**config.mk**
```make
export PLATFORM = sky130hd
export DESIGN_NAME = rmq_sqrt
export DESIGN_NICKNAME = d
export VERILOG_FILES = /design/src/rmq_pkg.sv /design/src/rmq_sqrt.sv
export SDC_FILE = /design/constraint.sdc
export NUM_CORES = 2
export LEC_CHECK = 0
export BUFFER_PORTS_ARGS = -buffer_cell sky130_fd_sc_hd__buf_2
export CAP_MARGIN = 20
export CORE_MARGIN = 8
export CORE_UTILIZATION = 50
export DETAILED_ROUTE_END_ITERATION = 10
export PLACE_DENSITY = 0.66
export SLEW_MARGIN = 20
export SYNTH_ARGS = -nofsm -noshare
export SYNTH_HDL_FRONTEND = slang
export SYNTH_SLANG_ARGS = --single-unit
```
**constraint.sdc**
```tcl
create_clock -name clock -period 5.8 [get_ports clock]
set_input_delay 0.29 -clock clock [delete_from_list [all_inputs] [get_ports clock]]
set_output_delay 0.29 -clock clock [all_outputs]
set_load 0.05 [all_outputs]
```
**src/rmq_pkg.sv**
```systemverilog
`timescale 1ns / 1ps
// shared widths, types and branch codes for the rotation matrix to quaternion pipeline
// no dependencies
package rmq_pkg;

   localparam int WORD_W = 18;
   localparam int FRAC_W = 16;

   // wide enough for any radicand sum, signed
   localparam int SUM_W  = WORD_W + 3;
   // a positive radicand is below 3*2^(WORD_W-1) + 2^FRAC_W
   localparam int RAD_W  = WORD_W + 1;
   localparam int ROOT_W = (RAD_W + FRAC_W + 1) / 2;
   localparam int REM_W  = 2 * ROOT_W;
   localparam int MAG_W  = WORD_W + 1;
   localparam int NUM_W  = MAG_W + FRAC_W + 1;
   localparam int DEN_W  = ROOT_W + 1;
   localparam int QUO_W  = WORD_W + 1;
   localparam int DIAG_W = ROOT_W - 1;
   localparam int LANES  = 3;

   localparam int ONE_VAL  = 1 << FRAC_W;
   localparam int HALF_VAL = 1 << (FRAC_W - 1);

   // accept edge to the edge at which the result strobe is sampled
   localparam int RSP_LATENCY = ROOT_W + QUO_W + 3;

   typedef enum logic [1:0] {
      CASE_TRACE = 2'd0,
      CASE_X     = 2'd1,
      CASE_Y     = 2'd2,
      CASE_Z     = 2'd3
   } case_type;

   typedef struct packed {
      case_type                     sel;
      logic                         bad;
      logic [LANES-1:0]             neg;
      logic [LANES-1:0][MAG_W-1:0]  mag;
   } sqrt_side_type;

   typedef struct packed {
      case_type           sel;
      logic               bad;
      logic [LANES-1:0]   neg;
      logic [DIAG_W-1:0]  diag;
   } div_side_type;

endpackage

```
**src/rmq_sqrt.sv**
```systemverilog
`timescale 1ns / 1ps
// pipelined integer square root of rad * 2^FRAC_W, one root bit per stage
// depends on rmq_pkg
module rmq_sqrt import rmq_pkg::*; (
   input  logic               clock,
   input  logic               reset,
   input  logic               in_valid,
   input  logic [RAD_W-1:0]   in_rad,
   input  sqrt_side_type      in_side,
   output logic               out_valid,
   output logic [ROOT_W-1:0]  out_root,
   output sqrt_side_type      out_side
);

   localparam int TRY_W = REM_W + 1;

   logic [REM_W-1:0]  rem_ff   [0:ROOT_W];
   logic [REM_W-1:0]  rem_in   [0:ROOT_W];
   logic [ROOT_W-1:0] root_ff  [0:ROOT_W];
   logic [ROOT_W-1:0] root_in  [0:ROOT_W];
   sqrt_side_type     side_ff  [0:ROOT_W];
   sqrt_side_type     side_in  [0:ROOT_W];
   logic              valid_ff [0:ROOT_W];
   logic              valid_in [0:ROOT_W];

   always_comb begin
      rem_in[0]   = REM_W'({in_rad, {FRAC_W{1'b0}}});
      root_in[0]  = '0;
      side_in[0]  = in_side;
      valid_in[0] = in_valid;
   end

   for (genvar g = 0; g < ROOT_W; g++) begin : g_step
      localparam int B = ROOT_W - 1 - g;
      logic [TRY_W-1:0] trial, rem_x;
      logic             ge;
      always_comb begin
         // (r + 2^B)^2 - r^2
         trial = (TRY_W'(root_ff[g]) << (B + 1)) + (TRY_W'(1) << (2 * B));
         rem_x = TRY_W'(rem_ff[g]);
         ge    = (rem_x >= trial);
         rem_in[g+1]   = ge ? REM_W'(rem_x - trial) : rem_ff[g];
         root_in[g+1]  = ge ? (root_ff[g] | (ROOT_W'(1) << B)) : root_ff[g];
         side_in[g+1]  = side_ff[g];
         valid_in[g+1] = valid_ff[g];
      end
   end

   always_ff @(posedge clock) begin
      for (int k = 0; k <= ROOT_W; k++) begin
         rem_ff[k]  <= rem_in[k];
         root_ff[k] <= root_in[k];
         side_ff[k] <= side_in[k];
         if (reset) begin
            valid_ff[k] <= 1'b0;
         end else begin
            valid_ff[k] <= valid_in[k];
         end
      end
   end

   assign out_valid = valid_ff[ROOT_W];
   assign out_root  = root_ff[ROOT_W];
   assign out_side  = side_ff[ROOT_W];

endmodule

```
After elaboration in Yosys (flattened, before gate mapping)
Memory sizes are Yosys's and may differ from the RTL's.
Index checks and enable logic that the tools add are counted.
Cells by class
  bitwise operators: 19
  magnitude comparators: 18
  $add $sub $neg: 36
  muxes and demuxes: 58
Operator list (number)
  36-bit two-way mux: 18
  36-bit subtractor: 2
  36-bit by 35-bit adder with 37-bit output (second input constant): 1
  36-bit by 37-bit >= comparator with 1-bit output: 1
  35-bit by 33-bit adder with 36-bit output (second input constant): 1
  36-bit by 20-bit >= comparator with 1-bit output: 1
  36-bit by 21-bit >= comparator with 1-bit output: 1
  36-bit by 22-bit >= comparator with 1-bit output: 1
  36-bit by 23-bit >= comparator with 1-bit output: 1
  36-bit by 24-bit >= comparator with 1-bit output: 1
  36-bit by 25-bit >= comparator with 1-bit output: 1
  36-bit by 26-bit >= comparator with 1-bit output: 1
  36-bit by 27-bit >= comparator with 1-bit output: 1
  36-bit by 28-bit >= comparator with 1-bit output: 1
  36-bit by 29-bit >= comparator with 1-bit output: 1
  36-bit by 30-bit >= comparator with 1-bit output: 1
  36-bit by 31-bit >= comparator with 1-bit output: 1
  36-bit by 32-bit >= comparator with 1-bit output: 1
  36-bit by 33-bit >= comparator with 1-bit output: 1
  36-bit by 34-bit >= comparator with 1-bit output: 1
  36-bit by 35-bit >= comparator with 1-bit output: 1
  36-bit >= comparator: 1
  36-bit by 20-bit subtractor with 36-bit output: 1
  36-bit by 21-bit subtractor with 36-bit output: 1
  49 further kinds: 89
Storage, ports and cells
  input bits: 85
  word-level logic and storage cells: 135
  register bits: 0
  memories: 4
  bits in writable memories: 2242
  output and inout port bits: 82
Memories
  side_ff: depth 19, bits a word 63, read ports 19, clocked after memory_dff 0, wr ports 19, RTL line rmq_sqrt.sv:21  | sqrt_side_type side_ff [0:ROOT_W];
  rem_ff: depth 19, bits a word 36, read ports 18, clocked after memory_dff 0, wr ports 19, RTL line rmq_sqrt.sv:17  | logic [REM_W-1:0] rem_ff [0:ROOT_W];
  root_ff: depth 19, bits a word 18, read ports 19, clocked after memory_dff 0, wr ports 19, RTL line rmq_sqrt.sv:19  | logic [ROOT_W-1:0] root_ff [0:ROOT_W];
  valid_ff: depth 19, bits a word 1, read ports 19, clocked after memory_dff 0, wr ports 19, RTL line rmq_sqrt.sv:23  | logic valid_ff [0:ROOT_W];

Longest topological paths before layout
An unclocked memory read counts as a cell.
  word-level depth: 4
  depth in mapped cells: 14

Least setup slack after synthesis
Ideal clock, no wire load.
  kind: register to register
  start point: memory root_ff[13][5] (netlist name)
  end point: memory rem_ff[14][16] (netlist name)
  cell stages (with the launch flop): 13
  data required time: 5.679 ns
  path buffers: 3
  data arrival time: 2.577 ns
  period minus slack after synthesis: 2.697 ns
  setup slack: 3.103 ns
  cell sequence: dfxtp_1 > inv_1 > ha_1 > fa_1 > nand3_1 > a21oi_1 > and3b_1 > clkbuf_1 > o21ai_0 > or3_1 > clkbuf_1 > buf_2 > mux2_2
RTL lines (RTL line)
  from (decl): rmq_sqrt.sv:19
  to (decl): rmq_sqrt.sv:17

==> implementation parameters <==
Parameter                              Value

Status
  Run status    finished clean

Layout
  Antenna diode count    0
  Non-Filler Instances    about 5500
  Commonest cells after routing, fill and taps aside    dfxtp_1, inv_1, ha_1
  Sequential cell area    0.0359 sq mm
  Fillcell total    7514
  Final nets    approximately 4300
  Most frequent standard cell in the layout excluding fill and tap cells    dfxtp_1
  Synthesis-to-finish area growth    18.0%
  Total area of multi-input combinational cells    0.0114 sq mm
  Share of cells above drive strength 1    11.6%

Timing
  Count of final hold-check violations    0
  Tmin final    between 3 and 4 ns
  Final number of max-transition violations    0
  Pin slew with the least headroom to its limit    about 0.81 ns
  Unrepaired setup endpoints after global routing    false
  Setup TNS    0 ns
  Max-slew headroom at the worst pin    45.9%
  Worst clock skew on the final layout    0.0279 ns
  Final setup violation count    0
  Peak Freq    approximately 0.27 GHz
  Period utilization    62.8%

Yosys
  Most used flip-flop cell after synthesis    dfxtp_1
  Post-synthesis async set-or-reset flop share    0%
  Netlist Area Pre-Place    about 0.048 sq mm
  Seq/Total Area, Yosys    about three quarters
  Number of instances in the synthesized netlist    between 3000 and 4000
  Average cell area after synthesis    approximately 13 sq um
  Library cell occupying the most area in the post-synthesis netlist    dfxtp_1
  Fraction of synthesized cell area taken by the top area cell type    74.3%
  Number of flops mapped to enable cells by yosys    0
  Distinct cell type count after synthesis    78
  Top cells by area in the synthesized netlist    dfxtp_1, ha_1, xnor2_1
  Yosys warning total    0
  Flip-flop and latch count after synthesis    ~1800

Placed design
  Gpl congestion    0.899
  Input/output buffers    between 150 and 200
  HPWL Detailed    46.5 mm
  Post-Place Cells    slightly above 5000

Floorplanning
  Number of ports placed on the die boundary    between 150 and 200
  Chip width    about 330 microns
  Core region area    ~0.096 sq mm
  Number of rows in the core area    ~110
  Starting Density    50.3%
  Vertical die dimension    327 microns
  Die area    roughly 0.11 sq mm

Critical path
  Cells on worst reg2reg path    11
  Path length in cells of the critical path    11
  Top fanout value on the critical path    23
  Critical path start-end classification    flop to flop
  Arrival time worst endpoint    around 4.3 ns
  Cell at the slowest stage of the critical path    inv_1
  Crit path cell chain    ha_1, inv_1, fa_1, nor2b_1, o31ai_1, a211oi_1, o31ai_1, and2_1, inv_1, o311ai_0, xnor2_1
  Gate family responsible for the most delay along the worst path    compound AO/OA/AOI/OAI gates
  Worst path max stage delay    ~0.55 ns
  Worst setup slack for register-to-register paths    ~2.2 ns
  Crit Reg-Reg Startpoint    rem_ff[15][6]
  Worst setup EP type    flop
  RR Endpoint    rem_ff[16][32]
  Nature of the critical path startpoint    flop
  Crit path required time    ~6.4 ns
  Number of buffers and inverters on the critical path    2

Clock network
  TritonCTS Buffers    164
  Count of hold buffers inserted by post-cts repair    85
  Number of sinks on the clock net    approximately 1800
  Skew-Pair Late Insertion Delay    0.75 ns
  Number of buffers added for setup after CTS    0
  Number of gates given a new drive strength after cts    0
  Maximum buffer depth of the clock tree    3
  TritonCTS clock tree    done
  Clock-pin slew of the registers on the worst-case setup and hold paths    0.06 ns
  Max H-tree Level    4
  Root Buffer    clkbuf_16

Global routing
  Vias in the first global route    25500
  Antenna violations before repair    0
  Pin count of the biggest net entering global routing    28
  Total track usage    around an eighth
  Total grt overflow    0
  Wire length of the first global-routing pass    117 mm

Power and ir drop
  Standby leakage power    25.3 nW
  VDD IR-drop max    0.000314 V
  Total power divided by cell area    a little over 500 mW/mm^2

Detailed routing
  Vias after detailed routing    around 25000
  Routed wire length    ~70 mm
  WL per Instance    around 13 microns
  DRT Pass-1 Iters    5
  Post-DR vias/cell    ~4.6
  Drt drc    0
  Initial detailed-routing violation count    approximately 1000
  Antenna viol nets, final    0

Hold path
  End point of the most critical hold path    side_ff[0][18]
  WHS Path Cells    2
  Min-Delay Startpoint    in_side[18]
  Min-delay worst type    input port to flop

Job
  MaxCap Viol Count    0
## area by class of cell
type                       count  share of cell area, %
clock inverter                69                   1.56
sequential                  1795                   62.9
timing repair buffer         255                   3.00
multi-input combinational   1640                   20.0
inverter                     223                   1.47
tap                         1276                   2.80
clock buffer                 227                   8.24
## routing by layer
metal | vias to the layer above | global-route usage [%] | part of all wire [%]
met5 | - | 0 | 0
met3 | 175 | 3.23 | 4.4
met2 | 417 | 24.5 | 52
li1 | 13100 | - | -
met4 | 0 | 5.80 | 3.1
met1 | 11400 | 13.5 | 40
## per-stage QoR
step / util [%] / cell area, sq um / power (mW) / setup slack, ns / hold WS, ns
3_5_place_dp: 52.6 / 50700 / 19.2 / 2.14 / 0.312
3_3_place_gp: 52.6 / 50700 / 19.1 / 2.17 / 0.309
5_1_grt: 59.3 / 57100 / 31.2 / 1.72 / 0.119
6_report: 59.3 / 57100 / 29.6 / 2.16 / 0.172
2_1_floorplan: - / 48400 / 18.1 / 3.10 / 0.310
4_1_cts: 59.3 / 57100 / 30.0 / 2.12 / 0.0959
## sequential cells by signal, indices dropped and copies added (netlist names)
signal,flops
rem_ff,408
side_ff,1197
valid_ff,19
root_ff,171
## synth_stat cells (all sizes together), types with 11 or more instances
library cell / count
nor2: 168
nor2b: 40
o21ai: 127
o21a: 30
buf: 16
a21boi: 11
a21o: 57
xor2: 115
nand3: 35
clkbuf: 29
inv: 223
mux2: 32
nor3: 65
or4: 14
or3: 39
nor4: 49
o211ai: 11
nand2: 161
o31ai: 19
nand3b: 12
a31oi: 16
dfxtp: 1795
a21oi: 141
a211oi: 20
nand4: 24
xnor2: 115
ha: 170
nand2b: 25
## power breakdown
group	leakage (nW)	internal, mW	switching (mW)
combinational	7.43	1.92	2.25
clock	2.74	6.23	4.42
sequential	15.1	13.9	0.894
## cell families after synthesis
| logic type | count (synthesis) | share of synthesized area (%) |
|---|---|---|
| DFF | 1795 | 74.3 |
| and+or+nand+nor | 682 | 7.13 |
| AOI/OAI and AO/OA | 508 | 6.68 |
| buffers and inverters | 268 | 2.14 |
| xor gates and xnor gates | 230 | 4.16 |
| adders and majority gates | 177 | 4.69 |
| muxes | 41 | 0.931 |
| other | 1 | 0.00775 |
## worst max path at each step
stage | from | endpoint | slack [ns]
after CTS | rem_ff[15][6] | rem_ff[16][32] | 2.12
after floorplan | root_ff[13][5] | rem_ff[14][16] | 3.10
final | rem_ff[15][6] | rem_ff[16][32] | 2.16
after detailed placement | rem_ff[15][6] | rem_ff[16][32] | 2.14
after global placement | rem_ff[15][6] | rem_ff[16][32] | 2.17
after global routing | rem_ff[15][6] | rem_ff[16][32] | 1.72
Note: power is estimated with default switching activity, not from simulation.
