File: src/rmq_pkg.sv
`timescale 1ns / 1ps
// shared widths, types and branch codes for the rotation matrix to quaternion pipeline
// no dependencies
package rmq_pkg;

   localparam int WORD_W = 18;
   localparam int FRAC_W = 16;

   // wide enough for any radicand sum, signed
   localparam int SUM_W  = WORD_W + 3;
   // a positive radicand is below 3*2^(WORD_W-1) + 2^FRAC_W
   localparam int RAD_W  = WORD_W + 1;
   localparam int ROOT_W = (RAD_W + FRAC_W + 1) / 2;
   localparam int REM_W  = 2 * ROOT_W;
   localparam int MAG_W  = WORD_W + 1;
   localparam int NUM_W  = MAG_W + FRAC_W + 1;
   localparam int DEN_W  = ROOT_W + 1;
   localparam int QUO_W  = WORD_W + 1;
   localparam int DIAG_W = ROOT_W - 1;
   localparam int LANES  = 3;

   localparam int ONE_VAL  = 1 << FRAC_W;
   localparam int HALF_VAL = 1 << (FRAC_W - 1);

   // accept edge to the edge at which the result strobe is sampled
   localparam int RSP_LATENCY = ROOT_W + QUO_W + 3;

   typedef enum logic [1:0] {
      CASE_TRACE = 2'd0,
      CASE_X     = 2'd1,
      CASE_Y     = 2'd2,
      CASE_Z     = 2'd3
   } case_type;

   typedef struct packed {
      case_type                     sel;
      logic                         bad;
      logic [LANES-1:0]             neg;
      logic [LANES-1:0][MAG_W-1:0]  mag;
   } sqrt_side_type;

   typedef struct packed {
      case_type           sel;
      logic               bad;
      logic [LANES-1:0]   neg;
      logic [DIAG_W-1:0]  diag;
   } div_side_type;

endpackage

File: src/rmq_back.sv
`timescale 1ns / 1ps
// sign, saturation, zeroing of invalid results and component placement into the result register
// depends on rmq_pkg
module rmq_back import rmq_pkg::*; (
   input  logic                         clock,
   input  logic                         reset,
   input  logic                         in_valid,
   input  logic [LANES-1:0][QUO_W-1:0]  in_quo,
   input  div_side_type                 in_side,
   output logic                         out_valid,
   output logic signed [WORD_W-1:0]     out_w,
   output logic signed [WORD_W-1:0]     out_x,
   output logic signed [WORD_W-1:0]     out_y,
   output logic signed [WORD_W-1:0]     out_z,
   output logic [1:0]                   out_case,
   output logic                         out_invalid
);

   localparam logic [WORD_W-1:0] MAX_POS = {1'b0, {(WORD_W-1){1'b1}}};
   localparam logic [WORD_W-1:0] MAX_NEG = {1'b1, {(WORD_W-1){1'b0}}};

   logic [WORD_W-1:0] lane_val [LANES];
   logic [WORD_W-1:0] diag_val;
   logic [WORD_W-1:0] w_in, x_in, y_in, z_in;
   logic [WORD_W-1:0] w_ff, x_ff, y_ff, z_ff;
   logic [1:0]        case_ff;
   logic              invalid_ff, valid_ff;

   always_comb begin
      for (int l = 0; l < LANES; l++) begin
         if (in_quo[l][QUO_W-1:WORD_W-1] != '0) begin
            lane_val[l] = in_side.neg[l] ? MAX_NEG : MAX_POS;
         end else begin
            lane_val[l] = in_side.neg[l] ? WORD_W'(-in_quo[l]) : WORD_W'(in_quo[l]);
         end
      end
      diag_val = WORD_W'(in_side.diag);
      case (in_side.sel)
         CASE_TRACE: begin
            w_in = diag_val; x_in = lane_val[0]; y_in = lane_val[1]; z_in = lane_val[2];
         end
         CASE_X: begin
            w_in = lane_val[0]; x_in = diag_val; y_in = lane_val[1]; z_in = lane_val[2];
         end
         CASE_Y: begin
            w_in = lane_val[0]; x_in = lane_val[1]; y_in = diag_val; z_in = lane_val[2];
         end
         default: begin
            w_in = lane_val[0]; x_in = lane_val[1]; y_in = lane_val[2]; z_in = diag_val;
         end
      endcase
      if (in_side.bad) begin
         w_in = '0; x_in = '0; y_in = '0; z_in = '0;
      end
   end

   always_ff @(posedge clock) begin
      w_ff       <= w_in;
      x_ff       <= x_in;
      y_ff       <= y_in;
      z_ff       <= z_in;
      case_ff    <= in_side.sel;
      invalid_ff <= in_side.bad;
      if (reset) begin
         valid_ff <= 1'b0;
      end else begin
         valid_ff <= in_valid;
      end
   end

   assign out_valid   = valid_ff;
   assign out_w       = w_ff;
   assign out_x       = x_ff;
   assign out_y       = y_ff;
   assign out_z       = z_ff;
   assign out_case    = case_ff;
   assign out_invalid = invalid_ff;

endmodule

File: config.mk
export PLATFORM = sky130hd
export DESIGN_NAME = rmq_back
export DESIGN_NICKNAME = d
export VERILOG_FILES = /design/src/rmq_pkg.sv /design/src/rmq_back.sv
export SDC_FILE = /design/constraint.sdc
export NUM_CORES = 1
export LEC_CHECK = 0
export BUFFER_PORTS_ARGS = -buffer_cell sky130_fd_sc_hd__buf_4
export CORE_MARGIN = 2
export CORE_UTILIZATION = 56
export DETAILED_ROUTE_END_ITERATION = 8
export GPL_ROUTABILITY_DRIVEN = 0
export PLACE_DENSITY = 0.87
export SLEW_MARGIN = 20
export SYNTH_ARGS = -nofsm -noshare
export SYNTH_HDL_FRONTEND = slang
export SYNTH_SLANG_ARGS = --single-unit
File: constraint.sdc
create_clock -name clock -period 3.05 [get_ports clock]
set_input_delay 0 -clock clock [delete_from_list [all_inputs] [get_ports clock]]
set_output_delay 0 -clock clock [all_outputs]
set_load 0.05 [all_outputs]
; ---- Word level (Yosys, flattened, before mapping)
; Cells that the tools add are included.
[classes]
n_reduce_logical = 8
add_sub_neg = 3
n_mux = 13
bitwise = 1
n_eq_ne = 2
[ops]
columns = op, count
row1 = 2-to-1 mux 18 bit, 9
row2 = one-hot mux 18 bit (2 select lines), 2
row3 = negator 18 bit, 3
row4 = 2-to-1 mux 17 bit, 2
row5 = nonzero test 2 bit, 3
row6 = OR reduction 2 bit, 3
row7 = OR reduction 3 bit, 1
row8 = "== test 2 x 1 -> 1 bit, second input constant", 1
row9 = "== test 2 bit, second input constant", 1
row10 = zero test 2 bit, 1
row11 = inverter 1 bit, 1
[word_totals]
elab_cells = 36
register_bits = 76

; ---- Depth between registers and ports, before layout
; Gate-level depths: netlist of run 1.
[logic_depth]
word_depth = 4
mapped_depth = 8
depth_no_buf = 7

; ---- Least setup slack after synthesis of run 1
; No wires, ideal clock.
[synth_path]
kind = input to register
start = in in_quo[28] (netlist bit)
end = reg x_ff[17] (netlist: out_x[17])
required_ns = 2.914
slack_ns = 1.459
stages = 5
arrival_time_ns = 1.455
cell_sequence = buf_6 or4_4 or4_1 o311ai_2 o22ai_1
[synth_between]
elab_chain_cells = 4
[synth_rtl]
columns = element, line
row1 = "start, declared", rmq_back.sv:8  ; input logic [LANES-1:0][QUO_W-1:0] in_quo,
row2 = negator 18 bit, rmq_back.sv:34  ; lane_val[l] = in_side.neg[l] ? WORD_W'(-in_quo[l]) : WORD_W'(in_quo[l]);
row3 = 2-to-1 mux 18 bit, rmq_back.sv:34
row4 = 2-to-1 mux 18 bit, rmq_back.sv:31  ; if (in_quo[l][QUO_W-1:WORD_W-1] != '0) begin
row5 = one-hot mux 18 bit (2 select lines), rmq_back.sv:38  ; case (in_side.sel)
row6 = "end signal, assigned", rmq_back.sv:59  ; x_ff <= x_in;
row7 = "end, declared", rmq_back.sv:25  ; logic [WORD_W-1:0] w_ff, x_ff, y_ff, z_ff;
; No other way between the ends.
; A chain may end at the register's enable or synchronous reset.

; ---- Worst setup path after layout of run 1
[layout_path]
start = in in_side[22] (netlist bit)
end = reg z_ff[8] (netlist: out_z[8])
[layout_between]
elab_chain_cells = 3
[layout_rtl]
columns = element, line
row1 = "start, declared", rmq_back.sv:9  ; input div_side_type in_side,
row2 = "== test 2 bit, or another cell as far along", rmq_back.sv:38
row3 = OR reduction 3 bit (no line) (*), n/a
row4 = 2-to-1 mux 17 bit (*), rmq_back.sv:38
row5 = "end signal, assigned", rmq_back.sv:61  ; z_ff <= z_in;
row6 = "end, declared", rmq_back.sv:25
; Every way passes the cells marked *; elsewhere a longest branch is shown, timed or not.

==> results.toml, run 1 <==
[synth]
synth.ff_latch_count = 76
syn-num-nets = 745
synth_enable_flop_cells = 0
post_synth_top_flop = "dfxtp_1"
portion_of_the_post_synthesis_area_used_by_sequential_elements = 0.302
post_synth.cell_area_avg_sq_um = 7.65
synth.distinct_cells = 77
syn_inst = 658
cells_taking_the_most_area_after_synthesis = "dfxtp_1 (30%), nor2_1 (6.8%), o21ai_0 (3.8%), a21oi_1 (3.5%), a211oi_1 (3.3%)"
synth.largest_area_cell = "dfxtp_1"
netlist_area_sq_um = 5040
synth-warning-count = 0
synth_async_sr_flop_share = 0
synth_largest_type_area_fraction = 0.302

[drt]
route.detailed.vias_per_inst = 6.90
ant_nets = 0
dr_total_vias = 6301
drc_viols = 0
finalWirelength_mm = 18.0
dr.pass1.iters = 7
drt-initial-drc-count = 857
average_wire_per_standard_cell_um = 19.8

[clock_tree]
cts_h_tree_lvls = 3
post_cts_setup_buffers = 0
numCtsBuffers = 9
post_cts_resized = 0
clk_transition_reported_paths_ns = 0.09
cts_sinks = 76
tritoncts_clock_tree = "built"
clock_tree.root_cell = "clkbuf_8"
clockBufferDepth = 2

[placed_design]
dp_area_sq_um = 6190
io_buffer_count = 158
preCtsSetupSlack_ns = 1.09
place_inst = 879
dp.final_hpwl_mm = 13.0

[timing]
rsz0062_at_grt = "no"
fin_tns_setup_ns = 0
maxClockFrequency_mhz = 550
final_critical_path_required_period_ns = 1.82
final-max-slew-violation-count = 0
period_share = 0.597
setup_violations = 0
postLayoutSetupSlackWorst_ns = 1.23
final-hold-violation-count = 0
max_slew_margin = 0.397
tightest_slew_ns = 0.902

[worst_hold_path]
min_path_cells = 3
timing.hold.worst_endpoint = "out_w[15]$_SDFF_PP0_"
timing.hold.worst.start = "in_quo[15]"
hp-class = "in2reg"

[floorplanning]
initial_core_util = 0.577
ioPinCount = 159
rows = 34
die_w_um = 98.8
fp.dieArea_sq_um = 9770
die_height_um = 98.8
core_region_area_sq_um = 8720

[layout]
final_layout_size_suffix_gt1_frac = 0.257
num-fill-cells = 623
multiInputGateArea_sq_um = 3220
final_standard_cell_utilization_of_the_core = 0.761
final-seq-area_sq_um = 1520
area_delta_synth_final_pct = 31.8
insertedDiodeCount = 0
stdcell_area_sq_um = 6640
final_cells = 913
final_nets = 887

[setup_path]
worst_ep_arrival_time_ns = 2.00
crit_path_max_fanout = 31
worst_setup_path_end_kind = "register"
critPathRequiredTime_ns = 3.23
critical_path_class = "in2reg"
timing.critical_path.from = "in_side[22]"
cp-start-kind = "primary input"

[pwr]
p_seq_frac = 0.353
p_sw_mw = 1.10
leakage_nw = 2.73
power_density_nw_per_um2 = 471
max-vdd-ir-drop_v = 0.000345
clock_power_share = 0.326
cell_internal_pwr_mw = 2.03
comb_power_share = 0.321
switching_fraction_of_total_power = 0.351

[grt]
grt_first_pass_wirelength_mm = 28.1
antenna_found_initial = 0
via_count_of_the_first_global_routing_pass = 5433
grt.overflow.total = 0
largest_net_degree_at_the_start_of_global_routing = 52
global_route.usage.total = 0.356

[run_status]
result_of_the_run = "complete, no violations"

[job]
timing.max_cap.violations = 0
-- cell type report --
class,instances,share of cell area
Multi-Input combinational cell,507,0.485
Sequential cell,76,0.229
Timing Repair Buffer,181,0.212
Clock inverter,6,0.0206
Tap cell,108,0.0204
Clock buffer,10,0.0192
Inverter,25,0.0141
-- stage by stage --
step                total power, mW  hold slack, ns
global route                   3.23          0.0126
detailed placement             2.08           0.163
floorplan                      1.72          0.0277
finish                         3.13         0.00163
global placement               2.06           0.158
CTS                            3.11         0.00261
-- registers in the layout, indices dropped and copies added, names as in the netlist --
register and cells:
out_w 18, out_x 18, out_case 2, out_invalid 1
out_y 18, out_valid 1, out_z 18
-- cell families after synthesis --
kind of cell | after synthesis | share of synthesized area
simple gates | 268 | 0.291
compound gates | 218 | 0.303
flops | 76 | 0.302
buf+inv | 75 | 0.0596
mux | 16 | 0.0318
fa+ha+maj | 4 | 0.00994
xor+xnor | 1 | 0.00174
-- worst max path at each step --
stage / to / slack, ns / depth (start not counted)
after floorplan: out_x[17]$_SDFF_PP0_ / 1.46 / 5
after global placement: out_y[14]$_SDFF_PP0_ / 1.18 / 8
after CTS: out_z[8]$_SDFF_PP0_ / 1.34 / 5
after detailed placement: out_y[14]$_SDFF_PP0_ / 1.09 / 8
final: out_z[8]$_SDFF_PP0_ / 1.23 / 5
after global routing: out_z[8]$_SDFF_PP0_ / 1.13 / 5
-- cells in the mapped netlist (6+ instances only) --
library cell,number
nand2_1,37
nand3_1,15
nor2_1,91
a31oi_1,9
o221ai_1,6
nand4_1,15
o211ai_1,15
or4_1,7
o21a_1,8
nor4_1,9
mux2i_1,16
a21oi_1,35
nor3_1,29
or3_1,15
inv_1,24
o21ai_0,38
dfxtp_1,76
a211oi_1,22
a41oi_1,6
o22ai_1,23
clkbuf_1,43
-- power groups by stage --
stage	Sequential, mW	Combinational, mW	Clock, mW
2_1_floorplan	1.40	0.326	0
3_3_place_gp	1.12	0.940	0
3_5_place_dp	1.12	0.957	0
4_1_cts	1.10	0.982	1.02
5_1_grt	1.11	1.05	1.07
6_report	1.10	1.00	1.02
-- cells in the final DEF, fill, tap and decap left out, types with 4 or more instances in the layout --
cell type / n
a211oi_1: 22
a21oi_1: 35
a31oi_1: 9
a41oi_1: 6
and4_1: 4
buf_4: 163
bufinv_16: 4
clkbuf_8: 9
dfxtp_1: 76
dlygate4sd3_1: 18
ha_1: 4
inv_1: 24
mux2i_1: 16
nand2_1: 37
nand3_1: 15
nand3b_1: 5
nand4_1: 15
nor2_1: 90
nor3_1: 29
nor4_1: 9
nor4b_1: 4
o211ai_1: 15
o21a_1: 8
o21ai_0: 38
o221ai_1: 6
o22a_1: 5
o22ai_1: 23
o41ai_1: 5
or2_2: 4
or3_1: 15
or4_1: 7
or4_4: 4
-- per-layer routing --
layer  vias up  part of all wire  GRT usage
met5         -                 0     0.0154
met4         0             0.047      0.151
met3        95              0.13     0.0645
met2       574              0.46      0.569
met1      2821              0.36      0.472
li1       2811                 -          -
-- critical path, cell delays in order --
cell and delay (ns):
dlygate4sd3_1 0.53, buf_4 0.30, nand2_1 0.61, o21ai_0 0.44, a21oi_1 0.11
-- what timing repair did --
action                                  in CTS  in global routing
endpoints found under the setup margin       0                  0
hold endpoints to repair                    28                  0
hold buffers                                18                  0
No activity file was read; power rests on OpenSTA's default activity.
==> inputs of run 2 (changes only) <==
Settings changed: CORE_UTILIZATION 56 to 47, PLACE_DENSITY 0.87 to 0.77.
Clock period 3.05 ns to 1.6 ns, I/O delays scaled along.
==> run 2 against run 1 <==
Critical path depth grew 5. Critical endpoint is now out_y[8]$_SDFF_PP0_. Power grew 85%. Clock power grew 54%. Highest routed layer unchanged. Clock-buffer cell count grew 2.
==> results.toml, run 2 (synthesis results as in run 1) <==
[drt]
dr.pass1.iters = 7
dr_total_vias = 6608
drt-initial-drc-count = 670
route.detailed.vias_per_inst = 6.35
average_wire_per_standard_cell_um = 18.7
finalWirelength_mm = 19.5
drc_viols = 0
ant_nets = 0

[floorplanning]
rows = 37
core_region_area_sq_um = 10400
die_w_um = 108
initial_core_util = 0.486
ioPinCount = 159
die_height_um = 108
fp.dieArea_sq_um = 11600

[timing]
max_slew_margin = 0.599
setup_violations = 0
tightest_slew_ns = 0.586
period_share = 0.963
rsz0062_at_grt = "no"
worst_hold_slack_ns = 0.0410
final_critical_path_required_period_ns = 1.54
final-max-slew-violation-count = 0
final-hold-violation-count = 0
postLayoutSetupSlackWorst_ns = 0.0586
maxClockFrequency_mhz = 649

[grt]
antenna_found_initial = 0
largest_net_degree_at_the_start_of_global_routing = 35
grt_first_pass_wirelength_mm = 30.5
grt.overflow.total = 0
via_count_of_the_first_global_routing_pass = 6098
global_route.usage.total = 0.333

[placed_design]
preCtsSetupSlack_ns = -0.222
dp.final_hpwl_mm = 14.6
io_buffer_count = 158
dp_area_sq_um = 6940
place_inst = 1002

[setup_path]
worst_ep_arrival_time_ns = 1.78
path_delay_family = "compound AO/OA/AOI/OAI gates"
crit_buf_inv = 4
cp_cell_sequence = "buf_4 -> inv_1 -> ha_1 -> buf_4 -> nor4b_1 -> buf_4 -> a211oi_1 -> a211oi_1 -> a21o_1 -> o21ai_1"
worst_path_largest_cell_delay_ns = 0.42
worst_setup_path_end_kind = "register"
critPathRequiredTime_ns = 1.84
critical_path_class = "in2reg"
crit_path_max_fanout = 4
crit_path_top_delay_cell = "a211oi_1"
cpMostUsedCell = "buf_4"
cp-start-kind = "primary input"

[layout]
final_standard_cell_utilization_of_the_core = 0.714
final_layout_size_suffix_gt1_frac = 0.338
area_delta_synth_final_pct = 47.0
layout_commonest_cell = "buf_4"
final_nets = 987
most-common-layout-cells = "buf_4 (258), nor2_1 (90), dfxtp_1 (76)"
insertedDiodeCount = 0
stdcell_area_sq_um = 7400
final_cells = 1040

[clock_tree]
cts_sinks = 76
tritoncts_clock_tree = "built"
clockBufferDepth = 2
clock_tree.root_cell = "clkbuf_8"
clk_transition_reported_paths_ns = 0.08
numCtsBuffers = 9
cts_h_tree_lvls = 3

[run_status]
result_of_the_run = "complete, no violations"

[job]
timing.max_cap.violations = 0

[pwr]
power_density_nw_per_um2 = 780
leakage_nw = 3.20
max-vdd-ir-drop_v = 0.000470

[worst_hold_path]
hp-class = "in2reg"
## run 2: area by class of cell
cell class / count / area [sq um]
clock buffers: 12 / 165
clock inverters: 3 / 45.0
fillers: 813 / 2970
inverters: 25 / 97.6
multi-input cells: 507 / 3240
flip-flops and latches: 76 / 1520
well taps: 136 / 170
repair buffers: 281 / 2170
## run 2: repair_timing
item,CTS,global route
hold buffers,23,0
gates resized for setup,0,7
setup buffers,0,0
setup endpoints to repair,0,15
endpoints found under the hold margin,37,0
## run 2: through the flow
stage	setup TNS [ns]	power, mW
2_1_floorplan	0	3.28
3_3_place_gp	-2.61	4.11
3_5_place_dp	-3.83	4.15
4_1_cts	0	5.73
5_1_grt	0	5.99
6_report	0	5.78
## run 2: power by group
| group | switching, mW | leakage [nW] | internal, mW |
|---|---|---|---|
| clock network | 0.730 | 0.101 | 0.840 |
| logic | 1.33 | 2.46 | 0.775 |
| registers | 0.0584 | 0.634 | 2.04 |
| total | 2.12 | 3.20 | 3.66 |
## run 2: path summary, 6_finish.rpt
check,end,slack (ns),depth (start not counted),startpoint
max,out_y[8]$_SDFF_PP0_,0.06,10,in_quo[38]
min,out_z[16]$_SDFF_PP0_,0.04,3,in_quo[54]
## run 2: per-layer routing
| metal | track usage | part of all wire |
|---|---|---|
| met3 | 0.0569 | 0.11 |
| met1 | 0.436 | 0.39 |
| met4 | 0.179 | 0.051 |
| met5 | 0 | 0 |
| met2 | 0.522 | 0.45 |
