[config.mk]
export PLATFORM = sky130hd
export DESIGN_NAME = rmq_front
export DESIGN_NICKNAME = d
export VERILOG_FILES = /design/src/rmq_pkg.sv /design/src/rmq_front.sv
export SDC_FILE = /design/constraint.sdc
export NUM_CORES = 1
export LEC_CHECK = 0
export ABC_AREA = 1
export BUFFER_PORTS_ARGS = -buffer_cell sky130_fd_sc_hd__buf_2
export CAP_MARGIN = 10
export CORE_ASPECT_RATIO = 1.5
export CORE_MARGIN = 2
export CORE_UTILIZATION = 45
export DETAILED_ROUTE_END_ITERATION = 16
export PLACE_DENSITY = 0.65
export SYNTH_ARGS = -nofsm -noshare
export SYNTH_HDL_FRONTEND = slang
export SYNTH_SLANG_ARGS = --single-unit
[constraint.sdc]
create_clock -name vclk -period 4.9
set_input_delay 0.245 -clock vclk [all_inputs]
set_output_delay 0.245 -clock vclk [all_outputs]
set_load 0.02 [all_outputs]
[src/rmq_pkg.sv]
`timescale 1ns / 1ps
// shared widths, types and branch codes for the rotation matrix to quaternion pipeline
// no dependencies
package rmq_pkg;

   localparam int WORD_W = 18;
   localparam int FRAC_W = 16;

   // wide enough for any radicand sum, signed
   localparam int SUM_W  = WORD_W + 3;
   // a positive radicand is below 3*2^(WORD_W-1) + 2^FRAC_W
   localparam int RAD_W  = WORD_W + 1;
   localparam int ROOT_W = (RAD_W + FRAC_W + 1) / 2;
   localparam int REM_W  = 2 * ROOT_W;
   localparam int MAG_W  = WORD_W + 1;
   localparam int NUM_W  = MAG_W + FRAC_W + 1;
   localparam int DEN_W  = ROOT_W + 1;
   localparam int QUO_W  = WORD_W + 1;
   localparam int DIAG_W = ROOT_W - 1;
   localparam int LANES  = 3;

   localparam int ONE_VAL  = 1 << FRAC_W;
   localparam int HALF_VAL = 1 << (FRAC_W - 1);

   // accept edge to the edge at which the result strobe is sampled
   localparam int RSP_LATENCY = ROOT_W + QUO_W + 3;

   typedef enum logic [1:0] {
      CASE_TRACE = 2'd0,
      CASE_X     = 2'd1,
      CASE_Y     = 2'd2,
      CASE_Z     = 2'd3
   } case_type;

   typedef struct packed {
      case_type                     sel;
      logic                         bad;
      logic [LANES-1:0]             neg;
      logic [LANES-1:0][MAG_W-1:0]  mag;
   } sqrt_side_type;

   typedef struct packed {
      case_type           sel;
      logic               bad;
      logic [LANES-1:0]   neg;
      logic [DIAG_W-1:0]  diag;
   } div_side_type;

endpackage

[src/rmq_front.sv]
`timescale 1ns / 1ps
// radicands, branch choice and off-diagonal sums/differences
// depends on rmq_pkg
module rmq_front import rmq_pkg::*; (
   input  logic signed [WORD_W-1:0] m00,
   input  logic signed [WORD_W-1:0] m01,
   input  logic signed [WORD_W-1:0] m02,
   input  logic signed [WORD_W-1:0] m10,
   input  logic signed [WORD_W-1:0] m11,
   input  logic signed [WORD_W-1:0] m12,
   input  logic signed [WORD_W-1:0] m20,
   input  logic signed [WORD_W-1:0] m21,
   input  logic signed [WORD_W-1:0] m22,
   output logic [RAD_W-1:0]         rad,
   output sqrt_side_type            side
);

   logic signed [SUM_W-1:0] a00, a11, a22, one_s, half_s;
   logic signed [SUM_W-1:0] tr, xr, yr, zr, r;
   logic signed [MAG_W:0]   d_w0, d_w1, d_w2, s_xy, s_xz, s_yz;
   logic signed [MAG_W:0]   d [LANES];
   case_type                sel;

   always_comb begin
      a00    = SUM_W'(m00);
      a11    = SUM_W'(m11);
      a22    = SUM_W'(m22);
      one_s  = SUM_W'(ONE_VAL);
      half_s = SUM_W'(HALF_VAL);
      tr = a00 + a11 + a22 + one_s;
      xr = one_s + a00 - a11 - a22;
      yr = one_s + a11 - a00 - a22;
      zr = one_s + a22 - a00 - a11;

      d_w0 = (MAG_W+1)'(m21) - (MAG_W+1)'(m12);
      d_w1 = (MAG_W+1)'(m02) - (MAG_W+1)'(m20);
      d_w2 = (MAG_W+1)'(m10) - (MAG_W+1)'(m01);
      s_xy = (MAG_W+1)'(m01) + (MAG_W+1)'(m10);
      s_xz = (MAG_W+1)'(m02) + (MAG_W+1)'(m20);
      s_yz = (MAG_W+1)'(m12) + (MAG_W+1)'(m21);

      if (tr > half_s) begin
         sel = CASE_TRACE;
         r   = tr;
      end else if (xr > one_s) begin
         sel = CASE_X;
         r   = xr;
      end else if (yr > one_s) begin
         sel = CASE_Y;
         r   = yr;
      end else begin
         sel = CASE_Z;
         r   = zr;
      end

      // lanes feed the three non-diagonal components in w, x, y, z order
      case (sel)
         CASE_TRACE: begin
            d[0] = d_w0; d[1] = d_w1; d[2] = d_w2;
         end
         CASE_X: begin
            d[0] = d_w0; d[1] = s_xy; d[2] = s_xz;
         end
         CASE_Y: begin
            d[0] = d_w1; d[1] = s_xy; d[2] = s_yz;
         end
         default: begin
            d[0] = d_w2; d[1] = s_xz; d[2] = s_yz;
         end
      endcase

      side.sel = sel;
      side.bad = (r <= 0);
      for (int l = 0; l < LANES; l++) begin
         side.neg[l] = d[l][MAG_W];
         side.mag[l] = d[l][MAG_W] ? MAG_W'(-d[l]) : MAG_W'(d[l]);
      end
      rad = side.bad ? '0 : RAD_W'(r);
   end

endmodule

Yosys cells after proc, flatten, opt, wreduce, memory -nomap -nowiden. Cells that the tools add are included. W data, S select, Z words.

$add $sub $neg: 21. $lt $le $gt $ge: 4. Equality and inequality tests: 2. Multiplexer cells: 11. Reductions and logical operators: 1.

Operators by type and width (count): $pmux W60 S3 (1); $add A18 B18 Y19 (4); $mux W19 (4); $mux W21 (3); $sub A20 B18 Y21 (3); $sub A19 B18 Y20 (3); $add A18 B18 Y19 const A (3); $neg A19 Y19 (3); $sub A18 B18 Y19 (3); $gt A21 B18 Y1 const B (2); $add A20 B18 Y21 const B (1); $gt A21 B17 Y1 const B (1); $le A21 B1 Y1 const B (1); $add A19 B18 Y20 (1); $mux W2 (2); $eq A2 B1 Y1 const B (1); $eq A2 B2 Y1 const B (1); $logic_not A2 Y1 (1); $mux W1 (1).

Bits in registers: 0. Word-level logic and storage cells: 39.

Logic depth before layout (Yosys ltp). Gate-level depths: netlist of run 1.

Depth in word-level cells: 11. Gate-level depth with buffers: 37. Mapped depth without buffers: 36.

Worst setup path after synthesis of run 1. Ideal clock, no wire load.

Path type: input port to output port. Start point: in m00[2]. End point: out side[56] in the netlist's numbering. Data arrival time: 4.565 ns. Slack: 0.090 ns. Stages: 31. Cell sequence: inv_1 -> fa_1 -> inv_1 -> ha_1 -> ha_1 -> inv_1 -> fa_1 -> inv_1 -> nand3_1 -> nand2_1 -> nand2_1 -> nand2_1 -> nand3_1 -> nand2_1 -> nand2_1 -> nand2_1 -> nand3_1 -> nor2_1 -> nand2_1 -> nand2_4 -> buf_6 -> buf_6 -> nor2_1 -> nor3_2 -> ha_1 -> inv_1 -> nor2_1 -> nand2_1 -> nor2_2 -> nand4_1 -> nor3_1.

RTL lines: start, declared (line rmq_front.sv:5) `input logic signed [WORD_W-1:0] m00,`; end, declared (line rmq_front.sv:15) `output sqrt_side_type side`.

Worst setup path in the final report of run 1.
Start point: in m22[2]. End point: out rad[18].

Longest elaborated chain between the ends: 8. Elaborated cells between the ends (all ways): 15.

Ends and longest elaborated chain: start, declared (line rmq_front.sv:13) `input logic signed [WORD_W-1:0] m22,`; $add A18 B18 Y19 (line rmq_front.sv:33) `zr = one_s + a22 - a00 - a11;`; $sub A19 B18 Y20 (line rmq_front.sv:33); $sub A20 B18 Y21 (line rmq_front.sv:33); $mux W21 (line rmq_front.sv:48) `end else if (yr > one_s) begin`; $mux W21 (line rmq_front.sv:45) `end else if (xr > one_s) begin`; $mux W21 (*) (line rmq_front.sv:42) `if (tr > half_s) begin`; $le A21 B1 Y1 (line rmq_front.sv:73) `side.bad = (r <= 0);`; $mux W19 (*) (line rmq_front.sv:78) `rad = side.bad ? '0 : RAD_W'(r);`; end, declared (line rmq_front.sv:14) `output logic [RAD_W-1:0] rad,`.

Mark *: on every way between the ends. The rest lies on a longest branch, timed or not.

==> results.yml, run 1 <==
global_route:
  grt_pass1_vias: 21380
  antenna_found_initial: 3
  overflow: 0
  track_usage: 0.3395
  grt_pass1_wl_um: 105000
  grt_max_degree: 25
routing:
  ant_nets: 0
  drt-pass1-iter-count: 6
  wire_per_inst_um: 17.46
  drt_iter0_drc: 1065
  vias: 21280
  viasPerCell: 5.237
  totalWireLength_um: 70930
  drc_errors: 0
worst_setup_path:
  cp_slowest_cell: "fa_1"
  critPathLaunchType: "input pin"
  max_stage_delay_ns: 0.54
  worst-path-max-fanout: 8
  worst_path_most_repeated_cell: "nand2_2"
  path_class: "in2out"
  required_ns: 4.66
  end_kind: "output pin"
  worstPathArrival_ns: 4.79
sta:
  fin_hold_ws_ns: 1.306
  finalSetupViolations: 35
  fmax_ghz: 0.1985
  slew_violations: 0
  rsz0062_at_grt: "yes"
  hold_viol: 0
  period_needed_ns: 5.039
  setup_ws_ns: -0.1387
  setup-tns-final_ns: -2.312
  relSlewSlack: 0.5070
  worstMarginPinSlew_ns: 0.7318
  finalCritPeriodShare: 1.028
die:
  core-area_mm2: 0.03680
  initial_core_util: 0.4564
  die_y_um: 240.6
  io_pins: 244
  die-width_um: 161.8
  dieArea_mm2: 0.03892
  rows: 86
outcome:
  status: "complete, but fails checks"
  violations: "negative setup slack"
finish:
  seqCellArea_um2: 0
  synthToLayoutAreaGrowth_pct: 46.07
  n_sequential_cell: 0
  nNetsFinal: 4080
  drive_above_1_share: 0.3387
  nClkBuffers: 0
logic_synthesis:
  synth.avg_cell_area_um2: 5.790
  synth_nets: 3401
  synth.most_common_cell: "nand2_1"
  syn-instance-count: 2901
  synth_area_mm2: 0.01680
  yosys_warnings: 0
  netlist_top_cells_area: "ha_1 (19%), nand2_1 (18%), inv_1 (13%), fa_1 (9.8%), nand3_1 (6.0%)"
  synthTopCellsByCount: "nand2_1 (795), inv_1 (571), ha_1 (256)"
  ys_types: 53
  ys_seq_area_frac: 0
  synth_largest_area_cell: "ha_1"
  synth_top_area_frac: 0.1907
place:
  gp_congestion: 1.049
  portBuffers: 244
  hpwlAfterDp_um: 59020
flow_run:
  drv_cap: 0
clock_tree:
  hold_buffers: 0
power_and_ir_drop:
  powerDensity_mw_per_mm2: 563.3
  static-leakage-power_nw: 13.70
  peakVddDrop_mv: 0.9836
  total_power_mw: 13.82
worst_hold_path:
  holdPathEnd: "rad[0]"
  min_path_cells: 6
  hp-start: "m22[0]"
  hp-class: "in2out"
## where the power goes
| group | internal (mW) | leakage, nW | switching (mW) |
|---|---|---|---|
| Combinational | 5.94 | 13.7 | 7.88 |
| Sequential | 0 | 0 | 0 |
| Clock | 0.0000000273 | 0.00000634 | 0 |
| Total | 5.94 | 13.7 | 7.88 |
## placed cells by master (no fill, tap or decap), drive strengths merged, types with 2 or more instances in the layout
master / Yosys / routed
nand2: 822 / 823
inv: 585 / 583
xor2: 105 / 105
a21boi: 7 / 7
o21a: 4 / 4
buf: 33 / 742
nor4: 4 / 4
and2: 4 / 4
o2111ai: 6 / 6
or2: 11 / 11
a21o: 7 / 7
o21ai: 101 / 101
a221oi: 4 / 4
o211ai: 29 / 29
o22ai: 6 / 6
ha: 256 / 256
fa: 82 / 82
clkinv: 1 / 3
o31ai: 2 / 2
o21bai: 15 / 15
nand3: 215 / 215
xnor2: 29 / 29
nand4: 51 / 51
nand3b: 14 / 14
a21oi: 164 / 164
nor3: 25 / 25
a22oi: 2 / 2
nor2: 274 / 274
a31o: 2 / 2
clkbuf: 37 / 4
## metrics by stage
stage / area, µm² / instances / utilization / setup WS, ns
detailed placement: 21500 / 3987 / 0.5843 / -0.4812
global route: 24530 / 4062 / 0.6667 / -0.3971
CTS: 22610 / 4024 / 0.6143 / -0.01456
finish: 24540 / 4063 / 0.6667 / -0.1387
global placement: 21500 / 3987 / 0.5843 / -0.4548
floorplan: 16800 / 2901 / - / 0.08963
## cell type report
class	count	area, µm²
Antenna cell	1	2.502
Fill cell	3429	12260
Tap cell	484	605.6
Inverter	586	2225
Timing Repair Buffer	746	5499
Multi-Input combinational cell	2246	16200
## layer usage
layer,routed length (µm),vias to the layer above,part of all wire,global-route usage
met4,7050,4,0.099,0.2663
met3,2888,350,0.041,0.02698
met2,37380,760,0.53,0.6752
met5,23,-,0.00032,0
li1,-,10400,-,-
met1,23580,9759,0.33,0.3151
## worst max-delay path by stage
stage	slack [ns]	from	depth (start not counted)	to
CTS	-0.01	m00[3]	37	rad[0]
global placement	-0.45	m00[2]	32	side[3]
detailed placement	-0.48	m00[2]	32	side[37]
global route	-0.40	m00[3]	33	rad[18]
floorplan	0.09	m00[2]	31	side[56]
finish	-0.14	m22[2]	35	rad[18]
## cells by family after synthesis
group	share of synthesized area
AND/OR/NAND/NOR	0.3648
buffers and inverters	0.1555
AO/OA/AOI/OAI	0.1210
adder cells (fa/ha/maj)	0.2884
XOR/XNOR	0.07032
## what timing repair did
item                       4_1_cts  5_1_grt
gates cloned                     1        6
setup endpoints to repair       76       76
pin swaps                       62      126
buffers inserted                36       32
resized for setup              186      388
## critical path: cells and delay by family
| family | cells | cell delay (ns) |
|---|---|---|
| fa+ha+maj | 4 | 1.35 |
| buf+inv | 13 | 1.32 |
| simple gates | 18 | 1.86 |
(Power assumes the default switching activity.)
==> inputs of run 2 (changes only) <==
==> constraint.sdc (replaced) <==
create_clock -name vclk -period 4.9
set_input_delay 0.245 -clock vclk [all_inputs]
set_output_delay 0.245 -clock vclk [all_outputs]
set_load 0.1 [all_outputs]
==> run 2 against run 1 <==
Compared with the run above:
- maximum frequency decreased by 13%
- setup slack got worse by 0.73 ns
- highest routed layer unchanged
- final cell count increased by 1.4%
- global-route usage increased by 3.0 points
- clock-buffer cell count unchanged
- non-clock buffer count increased by 54
- wire length increased by 15%
- worst hold slack improved by 0.12 ns
- the run still ends with negative setup slack left
- die area unchanged
- flip-flop and latch count unchanged
==> results.yml, run 2 (synthesis gave the netlist of run 1 again) <==
sta:
  fmax_ghz: 0.1733
  rsz0062_at_grt: "yes"
  finalSetupViolations: 80
  hold_viol: 0
  finalCritPeriodShare: 1.178
  setup_ws_ns: -0.8711
  slew_violations: 0
  worstMarginPinSlew_ns: 0.7524
  relSlewSlack: 0.4967
  period_needed_ns: 5.771
place:
  gp_congestion: 1.147
  place_ws_ns: -0.4816
  place_area_mm2: 0.02337
  hpwlAfterDp_um: 62520
  portBuffers: 244
routing:
  wire_per_inst_um: 19.87
  viasPerCell: 5.474
  drt_iter0_drc: 1513
  totalWireLength_um: 81850
  drt-pass1-iter-count: 8
  vias: 22550
  ant_nets: 0
  drc_errors: 0
global_route:
  antenna_found_initial: 7
  overflow: 0
  grt_max_degree: 23
  grt_pass1_vias: 22570
  track_usage: 0.3694
  grt_pass1_wl_um: 113100
finish:
  seqCellArea_um2: 0
  postLayoutCoreUtil: 0.7371
  drive_above_1_share: 0.3841
  synthToLayoutAreaGrowth_pct: 61.50
  n_sequential_cell: 0
  nNetsFinal: 4134
  layout_commonest_cell: "nand2_1"
  postLayoutCellArea_mm2: 0.02713
  layout_common_cells: "nand2_1 (660), inv_1 (511), buf_4 (485)"
  nClkBuffers: 0
worst_setup_path:
  cp_slowest_cell: "fa_1"
  critPathLaunchType: "input pin"
  end_kind: "output pin"
  worstPathArrival_ns: 5.53
  path_class: "in2out"
  worst_path_most_repeated_cell: "nand2_1"
  required_ns: 4.66
  path_buf_inv: 9
  worst-path-max-fanout: 8
  max_stage_delay_ns: 0.79
  critPathTopFamily: "simple AND/OR/NAND/NOR gates"
die:
  io_pins: 244
  initial_core_util: 0.4564
  rows: 86
  die_y_um: 240.6
  core-area_mm2: 0.03680
  dieArea_mm2: 0.03892
  die-width_um: 161.8
flow_run:
  drv_cap: 0
outcome:
  violations: "negative setup slack"
  status: "complete, but fails checks"
worst_hold_path:
  hp-class: "in2out"
==> run 2: final cells by class <==
| class | count | area (µm²) |
|---|---|---|
| antenna | 4 | 10.01 |
| fill | 2917 | 9673 |
| inverter | 586 | 2272 |
| multi-input combinational | 2246 | 17120 |
| tap | 484 | 605.6 |
| timing repair buffer | 800 | 7118 |
==> run 2: path summary, 6_finish.rpt <==
check	startpoint	end	slack (ns)	depth (start not counted)
max	m00[8]	side[53]	-0.87	33
min	m22[0]	rad[0]	1.43	6
==> run 2: metrics by stage <==
stage,hold slack [ns],setup TNS [ns],cells
after floorplan,0.9968,-1.454,2901
after global placement,1.433,-19.81,4016
after detailed placement,1.428,-22.52,4016
after CTS,1.403,-3.835,4068
after global routing,1.459,-64.24,4116
final,1.426,-55.95,4120
==> run 2: layer usage <==
metal,track usage,vias to the layer above,share of wire
met4,0.3245,2,0.11
met2,0.7252,1077,0.51
met1,0.3370,10420,0.32
met5,0,-,0.00017
met3,0.02921,518,0.060
li1,-,10540,-
==> run 2: repair_timing <==
| item | in CTS | in global routing |
|---|---|---|
| setup buffers | 47 | 48 |
| gates cloned | 5 | 5 |
| setup endpoints to repair | 73 | 79 |
| endpoints found under the hold margin | 0 | 0 |
| resized for setup | 256 | 412 |
| pin swaps | 106 | 168 |
| hold buffers | 0 | 0 |
==> inputs of run 3 (changes only) <==
Settings changed: MAX_ROUTING_LAYER from default to met4, SETUP_SLACK_MARGIN from default to 0.4.
==> run 3 against run 2 <==
Compared with the run above:
- the flow still finishes with violations (negative setup slack)
- final cell count hardly changed
- first-iteration DRC count is 2.6% lower
- die area stayed put
- worst hold slack worse by 0.049 ns
- largest cell class unchanged
- highest routed layer is now met4
==> results.yml, run 3 (synthesis gave the netlist of run 1 again) <==
sta:
  finalCritPeriodShare: 1.132
  period_needed_ns: 5.549
  rsz0062_at_grt: "yes"
  setup_ws_ns: -0.6492
  fmax_ghz: 0.1802
  slew_violations: 0
  hold_viol: 0
  worstMarginPinSlew_ns: 0.9310
  finalSetupViolations: 75
  relSlewSlack: 0.3773
place:
  place_ws_ns: -0.5133
  placed_cells: 3991
  place_area_mm2: 0.02372
  gp_congestion: 1.123
  hpwlAfterDp_um: 61720
  portBuffers: 244
finish:
  drive_above_1_share: 0.3970
  postLayoutCoreUtil: 0.7591
  nClkBuffers: 0
  seqCellArea_um2: 0
  synthToLayoutAreaGrowth_pct: 66.31
  postLayoutCellArea_mm2: 0.02794
  layout_commonest_cell: "nand2_1"
  nNetsFinal: 4132
  layout_common_cells: "nand2_1 (628), inv_1 (508), buf_4 (451)"
  n_sequential_cell: 0
  fin_cells: 4119
global_route:
  overflow: 0
  track_usage: 0.3885
  grt_pass1_vias: 22860
  antenna_found_initial: 4
  grt_pass1_wl_um: 115300
  grt_max_degree: 21
die:
  die_y_um: 240.6
  dieArea_mm2: 0.03892
  die-width_um: 161.8
  initial_core_util: 0.4564
  rows: 86
  core-area_mm2: 0.03680
  io_pins: 244
worst_setup_path:
  path_class: "in2out"
  worst-path-max-fanout: 8
  required_ns: 4.66
  end_kind: "output pin"
  cp_slowest_cell: "fa_1"
  worst_path_most_repeated_cell: "buf_12"
  critPathLaunchType: "input pin"
  worstPathArrival_ns: 5.30
  max_stage_delay_ns: 0.59
routing:
  drt-pass1-iter-count: 5
  viasPerCell: 5.492
  vias: 22620
  totalWireLength_um: 83270
  drt_iter0_drc: 1473
  wire_per_inst_um: 20.22
  ant_nets: 0
  drc_errors: 0
outcome:
  status: "complete, but fails checks"
  violations: "negative setup slack"
worst_hold_path:
  hp-class: "in2out"
clock_tree:
  hold_buffers: 0
flow_run:
  drv_cap: 0
==> run 3: changes by cell type in the layout (fill, tap and decap cells not counted), sizes merged <==
cell      change
clkinvlp     +14
inv          -14
clkbuf        -3
buf           +2
diode         +1
nand2         -1
==> run 3: final cells by class <==
type,instances,area (µm²)
Timing Repair Buffer,799,7342
Antenna cell,5,12.51
Fill cell,2765,8865
Multi-Input combinational cell,2245,17640
Tap cell,484,605.6
Inverter,586,2337
==> run 3: through the flow <==
step           hold slack [ns]  setup TNS [ns]
2_1_floorplan           0.9877        -0.01925
4_1_cts                  1.376          -2.404
6_report                 1.377          -32.72
3_5_place_dp             1.370          -27.47
3_3_place_gp             1.375          -23.66
5_1_grt                  1.459          -44.26
==> run 3: worst max-delay path, delay by kind of cell <==
kind                     cells  cell delay (ns)
XOR/XNOR                     1             0.15
AO/OA/AOI/OAI                2             0.13
adder cells (fa/ha/maj)      4             1.39
AND/OR/NAND/NOR             16             2.02
buffers and inverters       13             1.32
==> run 3: routing by layer <==
metal | share of wire | wire length (µm) | GRT usage | vias up
met5 | 0 | 0 | - | -
li1 | - | - | - | 10520
met2 | 0.49 | 41010 | 0.7156 | 1115
met3 | 0.065 | 5453 | 0.03832 | 556
met4 | 0.12 | 10080 | 0.3425 | 0
met1 | 0.32 | 26720 | 0.3551 | 10430
==> run 3: what timing repair did <==
action,CTS,global route
gates resized for setup,386,317
endpoints found under the setup margin,79,80
cloned,4,1
pin swaps,129,178
buffers inserted,71,47
endpoints found under the hold margin,0,0
==> run 3: final timing paths <==
path	from	to	slack, ns	cells after the start
hold / removal	m10[17]	side[37]	1.38	7
setup / recovery	m11[2]	rad[4]	-0.65	36
Power of run 3 is left out: the tool's default activity adds up to more than one toggle a clock period on the data nets, which glitch-free logic cannot reach.
